<file path="src/rtl/sorted_priority_queue_assert.svh">
// Assertion macros for the sorted priority queue.
// Used by the top level; expects signals aclk and aresetn in scope.
`ifndef SORTED_PRIORITY_QUEUE_ASSERT_SVH
`define SORTED_PRIORITY_QUEUE_ASSERT_SVH

// Consequent must hold in the same cycle as the antecedent.
`define SPQ_ASSERT_SAME(label, ante, cons, msg) \
    label: assert property (@(posedge aclk) disable iff (!aresetn) (ante) |-> (cons)) \
        else $error(msg);

// Consequent must hold in the cycle after the antecedent.
`define SPQ_ASSERT_NEXT(label, ante, cons, msg) \
    label: assert property (@(posedge aclk) disable iff (!aresetn) (ante) |=> (cons)) \
        else $error(msg);

`endif

</file>
<file path="src/rtl/spq_pkg.sv">
// Shared constants and types for the sorted priority queue.
// No dependencies; used by spq_cell and sorted_priority_queue.
package spq_pkg;

    localparam int DEPTH_DEFAULT         = 16;
    localparam int PAYLOAD_WIDTH_DEFAULT = 32;
    localparam int WEIGHT_W              = 32;
    localparam int STATUS_W              = 2;

    localparam logic OP_INSERT = 1'b0;
    localparam logic OP_POP    = 1'b1;

    localparam logic [STATUS_W-1:0] ST_OK    = 2'd0;
    localparam logic [STATUS_W-1:0] ST_FULL  = 2'd1;
    localparam logic [STATUS_W-1:0] ST_EMPTY = 2'd2;

    // Command broadcast to every cell of the chain.
    typedef struct packed {
        logic insert;
        logic pop;
    } cmd_t;

    // Per-cell position information derived from the entry count.
    typedef struct packed {
        logic occupied;
        logic at_tail;
    } cell_pos_t;

endpackage

</file>
<file path="src/rtl/sorted_priority_queue.sv">
// Sorted priority queue: a chain of DEPTH cells kept in ascending weight order.
// The result appears in the output register in the cycle after the input transfer.
// One operation per cycle unless the output stalls; all cells compare and shift together.
// Reset clears the entry count and the output valid; the cell contents are not cleared.
// Depends on spq_pkg, spq_cell and sorted_priority_queue_assert.svh.
`include "sorted_priority_queue_assert.svh"

module sorted_priority_queue #(
    parameter int DEPTH         = spq_pkg::DEPTH_DEFAULT,
    parameter int PAYLOAD_WIDTH = spq_pkg::PAYLOAD_WIDTH_DEFAULT,
    localparam int CNT_W        = $clog2(DEPTH + 1)
) (
    input  logic                         aclk,
    input  logic                         aresetn,
    input  logic                         s_valid,
    output logic                         s_ready,
    input  logic                         s_operation,
    input  logic [spq_pkg::WEIGHT_W-1:0] s_weight,
    input  logic [PAYLOAD_WIDTH-1:0]     s_payload,
    output logic                         m_valid,
    input  logic                         m_ready,
    output logic [spq_pkg::WEIGHT_W-1:0] m_out_weight,
    output logic [PAYLOAD_WIDTH-1:0]     m_out_payload,
    output logic [spq_pkg::STATUS_W-1:0] m_status,
    output logic [CNT_W-1:0]             m_occupancy
);

    // The queue lives in a row of cells. Cell 0 holds the least weight, and
    // cells at or above the entry count hold stale data that is never read.
    // An insert is resolved locally: every occupied cell compares its key
    // against the new weight. A cell whose left neighbor is at or above the
    // new weight takes that neighbor's entry (the shift to the right), and
    // the first cell at or above the new weight, or the tail cell when none
    // is, takes the new entry. Ties therefore land ahead of older equal keys.
    // A pop makes every cell take its right neighbor's entry, while the head
    // entry is captured into the output register.

    logic                         s_fire;
    logic                         m_fire;
    logic                         is_full;
    logic                         is_empty;
    logic                         insert_ok;
    logic                         pop_ok;
    spq_pkg::cmd_t                cmd;

    logic [CNT_W-1:0]             count_reg, count_next;
    logic                         m_valid_reg, m_valid_next;
    logic [spq_pkg::WEIGHT_W-1:0] m_weight_reg, m_weight_next;
    logic [PAYLOAD_WIDTH-1:0]     m_payload_reg, m_payload_next;
    logic [spq_pkg::STATUS_W-1:0] m_status_reg, m_status_next;
    logic [CNT_W-1:0]             m_occ_reg, m_occ_next;

    logic [spq_pkg::WEIGHT_W-1:0] key_arr     [DEPTH];
    logic [PAYLOAD_WIDTH-1:0]     payload_arr [DEPTH];
    logic                         ge_arr      [DEPTH];

    // The output register parts the two sides: a new transfer is taken
    // whenever the held result is gone or leaves in this same cycle.
    assign s_ready = !m_valid_reg || m_ready;
    assign s_fire  = s_valid && s_ready;
    assign m_fire  = m_valid_reg && m_ready;

    assign is_full   = (count_reg == CNT_W'(DEPTH));
    assign is_empty  = (count_reg == '0);
    assign insert_ok = s_fire && (s_operation == spq_pkg::OP_INSERT) && !is_full;
    assign pop_ok    = s_fire && (s_operation == spq_pkg::OP_POP) && !is_empty;

    assign cmd.insert = insert_ok;
    assign cmd.pop    = pop_ok;

    genvar gi;
    generate
        for (gi = 0; gi < DEPTH; gi++) begin : g_cell
            spq_pkg::cell_pos_t           pos;
            logic                         left_ge;
            logic [spq_pkg::WEIGHT_W-1:0] left_key;
            logic [PAYLOAD_WIDTH-1:0]     left_payload;
            logic [spq_pkg::WEIGHT_W-1:0] right_key;
            logic [PAYLOAD_WIDTH-1:0]     right_payload;

            assign pos.occupied = (CNT_W'(gi) < count_reg);
            assign pos.at_tail  = (CNT_W'(gi) == count_reg);

            if (gi == 0) begin : g_head
                assign left_ge      = 1'b0;
                assign left_key     = '0;
                assign left_payload = '0;
            end else begin : g_body
                assign left_ge      = ge_arr[gi-1];
                assign left_key     = key_arr[gi-1];
                assign left_payload = payload_arr[gi-1];
            end

            // The last cell has no right neighbor; on a pop its entry falls
            // outside the count, so it simply keeps what it holds.
            if (gi == DEPTH - 1) begin : g_last
                assign right_key     = key_arr[gi];
                assign right_payload = payload_arr[gi];
            end else begin : g_inner
                assign right_key     = key_arr[gi+1];
                assign right_payload = payload_arr[gi+1];
            end

            spq_cell #(
                .PAYLOAD_WIDTH(PAYLOAD_WIDTH)
            ) u_cell (
                .aclk         (aclk),
                .cmd          (cmd),
                .pos          (pos),
                .new_key      (s_weight),
                .new_payload  (s_payload),
                .left_ge      (left_ge),
                .left_key     (left_key),
                .left_payload (left_payload),
                .right_key    (right_key),
                .right_payload(right_payload),
                .ge           (ge_arr[gi]),
                .key_q        (key_arr[gi]),
                .payload_q    (payload_arr[gi])
            );
        end
    endgenerate

    // Entry count and the result that each transfer produces.
    always_comb begin
        count_next     = count_reg;
        m_valid_next   = m_valid_reg;
        m_weight_next  = m_weight_reg;
        m_payload_next = m_payload_reg;
        m_status_next  = m_status_reg;
        m_occ_next     = m_occ_reg;

        if (insert_ok) begin
            count_next = count_reg + 1'b1;
        end else if (pop_ok) begin
            count_next = count_reg - 1'b1;
        end

        if (m_fire) begin
            m_valid_next = 1'b0;
        end

        if (s_fire) begin
            m_valid_next   = 1'b1;
            m_weight_next  = '0;
            m_payload_next = '0;
            m_status_next  = spq_pkg::ST_OK;
            m_occ_next     = count_next;
            if (s_operation == spq_pkg::OP_INSERT) begin
                if (is_full) begin
                    m_status_next = spq_pkg::ST_FULL;
                end
            end else begin
                if (is_empty) begin
                    m_status_next = spq_pkg::ST_EMPTY;
                end else begin
                    m_weight_next  = key_arr[0];
                    m_payload_next = payload_arr[0];
                end
            end
        end
    end

    always_ff @(posedge aclk) begin
        if (!aresetn) begin
            count_reg   <= '0;
            m_valid_reg <= 1'b0;
        end else begin
            count_reg   <= count_next;
            m_valid_reg <= m_valid_next;
        end
        m_weight_reg  <= m_weight_next;
        m_payload_reg <= m_payload_next;
        m_status_reg  <= m_status_next;
        m_occ_reg     <= m_occ_next;
    end

    assign m_valid       = m_valid_reg;
    assign m_out_weight  = m_weight_reg;
    assign m_out_payload = m_payload_reg;
    assign m_status      = m_status_reg;
    assign m_occupancy   = m_occ_reg;

    // The count never runs past the number of cells.
    `SPQ_ASSERT_SAME(a_count_bound, 1'b1, count_reg <= CNT_W'(DEPTH),
        "entry count exceeds depth")

    // A successful pop removes exactly one entry.
    `SPQ_ASSERT_NEXT(a_pop_count, pop_ok, count_reg == $past(count_reg) - 1'b1,
        "pop did not decrement the entry count")

    // A dropped insert can only be reported while every cell is occupied.
    `SPQ_ASSERT_SAME(a_full_occ, m_valid_reg && (m_status_reg == spq_pkg::ST_FULL),
        m_occ_reg == CNT_W'(DEPTH), "full status with partial occupancy")

    // A pop on an empty queue reports nothing held and returns zeros.
    `SPQ_ASSERT_SAME(a_empty_zero, m_valid_reg && (m_status_reg == spq_pkg::ST_EMPTY),
        (m_occ_reg == '0) && (m_weight_reg == '0) && (m_payload_reg == '0),
        "empty status with nonzero result")

endmodule

</file>
<file path="src/rtl/spq_cell.sv">
// One storage cell of the sorted priority queue chain.
// Depends on spq_pkg for the command and position structs.
module spq_cell #(
    parameter int PAYLOAD_WIDTH = spq_pkg::PAYLOAD_WIDTH_DEFAULT
) (
    input  logic                         aclk,
    input  spq_pkg::cmd_t                cmd,
    input  spq_pkg::cell_pos_t           pos,
    input  logic [spq_pkg::WEIGHT_W-1:0] new_key,
    input  logic [PAYLOAD_WIDTH-1:0]     new_payload,
    input  logic                         left_ge,
    input  logic [spq_pkg::WEIGHT_W-1:0] left_key,
    input  logic [PAYLOAD_WIDTH-1:0]     left_payload,
    input  logic [spq_pkg::WEIGHT_W-1:0] right_key,
    input  logic [PAYLOAD_WIDTH-1:0]     right_payload,
    output logic                         ge,
    output logic [spq_pkg::WEIGHT_W-1:0] key_q,
    output logic [PAYLOAD_WIDTH-1:0]     payload_q
);

    logic [spq_pkg::WEIGHT_W-1:0] key_reg, key_next;
    logic [PAYLOAD_WIDTH-1:0]     payload_reg, payload_next;

    // A held entry at or above the new key makes room for it.
    assign ge = pos.occupied && (key_reg >= new_key);

    always_comb begin
        key_next     = key_reg;
        payload_next = payload_reg;
        if (cmd.insert) begin
            if (left_ge) begin
                key_next     = left_key;
                payload_next = left_payload;
            end else if (ge || pos.at_tail) begin
                key_next     = new_key;
                payload_next = new_payload;
            end
        end else if (cmd.pop) begin
            key_next     = right_key;
            payload_next = right_payload;
        end
    end

    always_ff @(posedge aclk) begin
        key_reg     <= key_next;
        payload_reg <= payload_next;
    end

    assign key_q     = key_reg;
    assign payload_q = payload_reg;

endmodule

</file>
<file path="config.mk">
export PLATFORM = sky130hd
export DESIGN_NAME = sorted_priority_queue
export DESIGN_NICKNAME = d
export VERILOG_FILES = /design/src/rtl/spq_pkg.sv /design/src/rtl/sorted_priority_queue.sv /design/src/rtl/spq_cell.sv
export VERILOG_INCLUDE_DIRS = /design/src /design/src/rtl
export SDC_FILE = /design/constraint.sdc
export NUM_CORES = 2
export LEC_CHECK = 0
export ABC_AREA = 1
export ABC_CLOCK_PERIOD_IN_PS = 8100
export BUFFER_PORTS_ARGS = -buffer_cell sky130_fd_sc_hd__buf_2
export CORE_ASPECT_RATIO = 0.75
export CORE_MARGIN = 3
export CORE_UTILIZATION = 40
export CTS_CLUSTER_DIAMETER = 60
export DETAILED_ROUTE_END_ITERATION = 8
export SLEW_MARGIN = 5
export SYNTH_ARGS = -nofsm -noshare
export SYNTH_HDL_FRONTEND = slang
export SYNTH_SLANG_ARGS = --single-unit
</file>
<file path="constraint.sdc">
create_clock -name aclk -period 8.1 [get_ports aclk]
set_clock_uncertainty 0.2 [all_clocks]
set_input_delay 0.405 -clock aclk [delete_from_list [all_inputs] [get_ports aclk]]
set_output_delay 0.405 -clock aclk [all_outputs]
set_load 0.01 [all_outputs]
</file>
* Yosys cells after proc, flatten, opt, wreduce, memory -nomap -nowiden
Cells that the tools add are included.
** Word-level totals
- Flip-flop bits (word level) :: 1101
- Input port bits :: 69
- Output and inout port bits :: 73
- Word-level logic and storage cells :: 296
** Cells by class
- Add/sub/neg operators :: 2
- Magnitude comparators :: 32
- Equal/unequal tests :: 31
- Multiplexer cells :: 129
- Bitwise logic cells :: 1
- Reduce and logical (&&, ||, !) cells :: 63
** Operators with widths (count)
- 32-bit two-way mux :: 122
- 32-bit >= comparator :: 16
- 3-bit by 1-bit inequality test with 1-bit output (second input constant) :: 14
- 4-bit by 5-bit == test with 1-bit output (first input constant) :: 8
- 4-bit by 5-bit less-than comparator with 1-bit output (first input constant) :: 8
- 2-bit AND reduction :: 16
- 1-bit logical AND :: 22
- 3-bit by 5-bit == test with 1-bit output (first input constant) :: 4
- 3-bit by 5-bit less-than comparator with 1-bit output (first input constant) :: 4
- 1-bit logical OR :: 17
- 2-bit by 5-bit == test with 1-bit output (first input constant) :: 2
- 1-bit by 5-bit less-than comparator with 1-bit output (first input constant) :: 2
- 2-bit by 5-bit less-than comparator with 1-bit output (first input constant) :: 2
- 5-bit two-way mux :: 2
- 2-bit nonzero test :: 3
- 5-bit by 1-bit adder with 5-bit output (second input constant) :: 1
- 1-bit by 5-bit == test with 1-bit output (first input constant) :: 1
- 5-bit == test (second input constant) :: 1
- 5-bit zero test :: 1
- 5-bit by 1-bit subtractor with 5-bit output (second input constant) :: 1
- 2-bit two-way mux :: 2
- 1-bit zero test :: 3
- 1-bit two-way mux :: 3
- 2-bit by 1-bit inequality test with 1-bit output (second input constant) :: 1
- 2 further kinds :: 2

* Depth between registers and ports, before layout
- Depth in word-level cells :: 7
- Gate-level depth with buffers :: 19
- Mapped depth without buffers :: 17

* Cells and area by module
A second synthesis with hierarchy kept.
** Second synthesis, totals
- Cells, all modules :: 8235
- Area, all modules :: 68558.3 um^2
** By module, submodules not included
- spq_cell :: times used 16, cells an instance 493, area an instance 4065.1 um^2, seq. area each 1921.8 um^2
- sorted_priority_queue :: times used 1, cells an instance 347, area an instance 3515.9 um^2, seq. area each 2252.2 um^2

* Least setup slack after synthesis
No wires, ideal clock.
- Path type :: input to register
- From :: input m_ready
- To :: register g_cell[15].u_cell.key_reg (netlist bit g_cell[15].u_cell.key_q[0]), enable pin
- Library setup time :: 0.507 ns
- Data arrival time :: 6.010 ns
- Required time :: 7.393 ns
- Setup slack :: 1.383 ns
- Stages on the path :: 10
- Path buffers :: 2
- Cell sequence :: inv_1 > nand2_1 > nand2_1 > inv_1 > nand3_2 > inv_2 > buf_4 > buf_2 > nand2_1 > a21oi_1
** Between the ends
- Word-level cells in the longest chain between the ends :: 5
** Ends and longest elaborated chain
- start: declaration :: RTL line sorted_priority_queue.sv:21 : input logic m_ready,
- 1-bit logical OR :: RTL line sorted_priority_queue.sv:59 : assign s_ready = !m_valid_reg || m_ready;
- via s_ready :: RTL line sorted_priority_queue.sv:16 : output logic s_ready,
- 1-bit logical AND :: RTL line sorted_priority_queue.sv:60 : assign s_fire = s_valid && s_ready;
- 1-bit logical AND (2 in series) :: RTL line sorted_priority_queue.sv:65 : assign insert_ok = s_fire && (s_operation == spq_pkg::OP_INSERT) && !is_full;
- 2-bit AND reduction (no line)
- end signal: assignment :: RTL line spq_cell.sv:45 : key_reg <= key_next;
- end: declaration :: RTL line spq_cell.sv:21 : logic [spq_pkg::WEIGHT_W-1:0] key_reg, key_next;
The timed path passes the listed nets, and every way through them passes these cells.
A chain may end at the register's enable or synchronous reset.

* Worst setup path in the final report
- From :: input s_weight[7] (netlist bit)
- To :: register g_cell[13].u_cell.payload_reg[17], enable pin
** Between the ends
- Word-level cells in the longest chain between the ends :: 5
- Elaborated cells between the ends (all ways) :: 7
- Those cells by class :: order compare: 2; eq/ne: 1; reduce/logical: 4
** Ends and longest elaborated chain
- start: declaration :: RTL line sorted_priority_queue.sv:18 : input logic [spq_pkg::WEIGHT_W-1:0] s_weight,
- 32-bit >= comparator :: RTL line spq_cell.sv:25 : assign ge = pos.occupied && (key_reg >= new_key);
- 1-bit logical AND :: RTL line spq_cell.sv:25
- 1-bit logical OR :: RTL line spq_cell.sv:34 : end else if (ge || pos.at_tail) begin
- 3-bit by 1-bit inequality test with 1-bit output (no line) *
- 2-bit AND reduction (no line) *
- end signal: assignment :: RTL line spq_cell.sv:46 : payload_reg <= payload_next;
- end: declaration :: RTL line spq_cell.sv:22 : logic [PAYLOAD_WIDTH-1:0] payload_reg, payload_next;
Every way passes the cells marked *; elsewhere a longest branch is shown, timed or not.

==> impl_results.md <==
* Setup crit start kind: input port
* Number of flops mapped to enable cells by yosys at 1095
* Die area at 0.187 mm2
* WP data arrival at 5.35 ns
* Primary FF master, synth: edfxtp_1
* Critical Path Most Common Cell: nand2_1
* Slowest cell on crit path: buf_4
* Rel. slew slack at 0.133
* Post-synth top area cell: edfxtp_1
* Placed standard-cell area at 0.0749 mm2
* Fin area at 0.0800 mm2
* Chip Height at 375 um
* CTS clk-pin slew, worst paths at 0.05 ns
* Total CTS buffers at 140
* Die W at 498 um
* Critical path cell sequence: dlygate4sd3_1 -> buf_2 -> inv_1 -> buf_4 -> ha_1 -> a21o_1 -> nor2_1 -> nand2_1 -> nand2_1 -> nand2_1 -> nand2_1 -> nand2_2 -> nand2_2 -> buf_4 -> nand2_1 -> nor2_1 -> nor2_4 -> buf_12
* Fin. max-slew vios at 0
* Clk sink count at 1101
* 1st-iter DRT viols at 7856
* Final Critical Period at 5.16 ns
* CP max FO at 65
* Grt ovf at 0
* Mean Syn Cell Area at 7.64 um2
* Pre-Repair DR Iteration Count at 8
* Ys async rst share at 0
* Post-DP HPWL at 158000 um
* Avg WL per Cell at 19.6 um
* First-pass GRT wire length at 362000 um
* LEAKAGE at 39.2 nW
* Routability cong. at 0.876
* CTS Root Cell: clkbuf_16
* Post-synthesis register bit count at 1101
* Hold slack at 0.0963 ns
* Max Cap Violations at 0
* CTS tree: yes
* Setup TNS at 0 ns
* Tcrit/Tclk final at 0.637
* Hold Vio Cnt, Final at 0
* GRT Total Usage at 0.242
* Layout area overhead at 10.2%
* Most area-consuming cells after synthesis: edfxtp_1 45%, nand2_1 19%, nand3_1 12%, ha_1 8.9%, inv_1 5.8%
* Final wirelength at 233000 um
* RSZ-0062 raised after global routing: no
* Initial antenna violation count at 10
* Area share of the largest cell type after synthesis at 0.453
* Status: complete, no violations
* Net count, final at 9965
* Cell Area, Synth at 0.0726 mm2
* Pwr per Cell Area at 243 mW/mm2
* Syn nets at 10081
* IR drop worst, VDD at 170 uV
* Vias in the first global route at 59953
* Clock Latency Late Sink at 0.79 ns
* Post-synthesis cell count at 9495
* Max stage delay on crit path at 0.63 ns
* Slew @ Worst Pin at 1.30 ns
* Setup CP Type: input port to flop
* Sequential cell area fraction in the yosys report at 0.455
* Rows at 134
* Fmax at 194 MHz
* Routed vias/inst at 5.35
* Vias at 63501
* I/O pin cnt at 142
* Crit end category: flop
* Core area at 0.179 mm2
* Post-place setup slack at 2.96 ns
* Final setup violation count at 0
* Worst-case clock buffer depth at 3
* Final antenna-violating net count at 0
* Initial core utilization at 0.405
* Synth cell count leaders: 3618 x nand2_1, 1809 x nand3_1, 1121 x inv_1, 1095 x edfxtp_1, 517 x ha_1
* Max H-tree Level at 4
* WP data required at 8.29 ns
* Synth unique cells at 34
* Count leader, synth: nand2_1
* Fin util at 0.447
* Largest net degree at the start of global routing at 194
* Setup WS post-layout at 2.94 ns
* Worst Hold Class: input port to flop
* Buffers on Ports at 141
* Layout cell share with drive strength beyond 1 at 0.0568
* Synth Warn # at 0
* DR DRC count at 0
## worst paths after layout
path / from / endpoint / slack (ns) / depth (start not counted)
hold / removal: s_payload[6] / g_cell[15].u_cell.payload_q[6] / 0.1 / 3
hold reg to reg: g_cell[15].u_cell.payload_q[9] / g_cell[14].u_cell.payload_q[9] / 0.31 / 2
setup reg to reg: count_reg[0] / g_cell[12].u_cell.key_q[28] / 2.96 / 9
setup / recovery: s_weight[7] / g_cell[13].u_cell.payload_q[17] / 2.94 / 18
## through the flow
step | power (mW) | std cells
floorplan | 11.6 | 9495
global placement | 13.1 | 11550
detailed placement | 13.3 | 11550
CTS | 19.4 | 11867
global route | 20.4 | 11871
finish | 19.4 | 11874
## cell usage in the layout (no fill, tap or decap), types with 16 or more instances in the layout
master / synthesis / layout
ha_1: 517 / 517
o21ai_0: 98 / 98
dlygate4sd3_1: 0 / 67
nor2_4: 3 / 16
a21o_1: 29 / 29
nand2_1: 3618 / 3584
nor2_1: 305 / 292
nand2_2: 0 / 34
a21oi_1: 203 / 201
nand4_1: 21 / 21
buf_2: 345 / 141
inv_1: 1121 / 1118
edfxtp_1: 1095 / 1095
nand3_1: 1809 / 1809
buf_4: 22 / 120
clkbuf_16: 0 / 146
o21a_1: 24 / 24
clkinv_2: 0 / 21
clkinv_1: 0 / 27
clkbuf_1: 198 / 29
## per-layer routing
layer	track usage	share of wire	up-vias
met3	0.0499	0.11	266
met5	0	0.00012	-
met2	0.327	0.39	3122
li1	-	-	30687
met1	0.389	0.49	29422
met4	0.0525	0.018	4
## report_power, final
| part | internal [mW] | switching (mW) | leakage, nW |
|---|---|---|---|
| clock network | 3.59 | 2.56 | 2.15 |
| registers | 7.48 | 0.583 | 10.4 |
| logic | 1.43 | 3.77 | 26.7 |
| total | 12.5 | 6.91 | 39.2 |
## layout make-up
cell class / count / area (um2)
tap: 2380 / 2980
timing repair buffer: 338 / 2480
inverter: 1130 / 4250
fill: 17754 / 99100
sequential: 1101 / 33000
clock buffer: 177 / 3790
antenna: 7 / 17.5
clock inverter: 73 / 624
multi-input combinational: 6668 / 32800
## critical path: cells and delay by family
| kind | cells | cell delay (ns) |
|---|---|---|
| buf+inv | 6 | 2.49 |
| simple gates | 10 | 1.72 |
| fa+ha+maj | 1 | 0.30 |
| compound gates | 1 | 0.18 |
## kinds of logic (layout without fill, tap and decap cells)
family / count (synthesis) / count (layout) / share of synthesized area
AO/OA/AOI/OAI: 369 / 369 / 0.0276
flip-flops: 1101 / 1101 / 0.455
other: 0 / 7 / 0
adder cells (fa/ha/maj): 517 / 517 / 0.0891
buffers and inverters: 1726 / 1718 / 0.0963
AND/OR/NAND/NOR: 5779 / 5779 / 0.332
XOR/XNOR: 3 / 3 / 0.000362
## timing repair
item                                   in CTS  in global routing
setup buffers                               0                  0
endpoints found under the hold margin      83                  0
hold buffers                               67                  0
setup endpoints to repair                   0                  0
resized for setup                           0                  0
No activity file was read; power rests on OpenSTA's default activity.
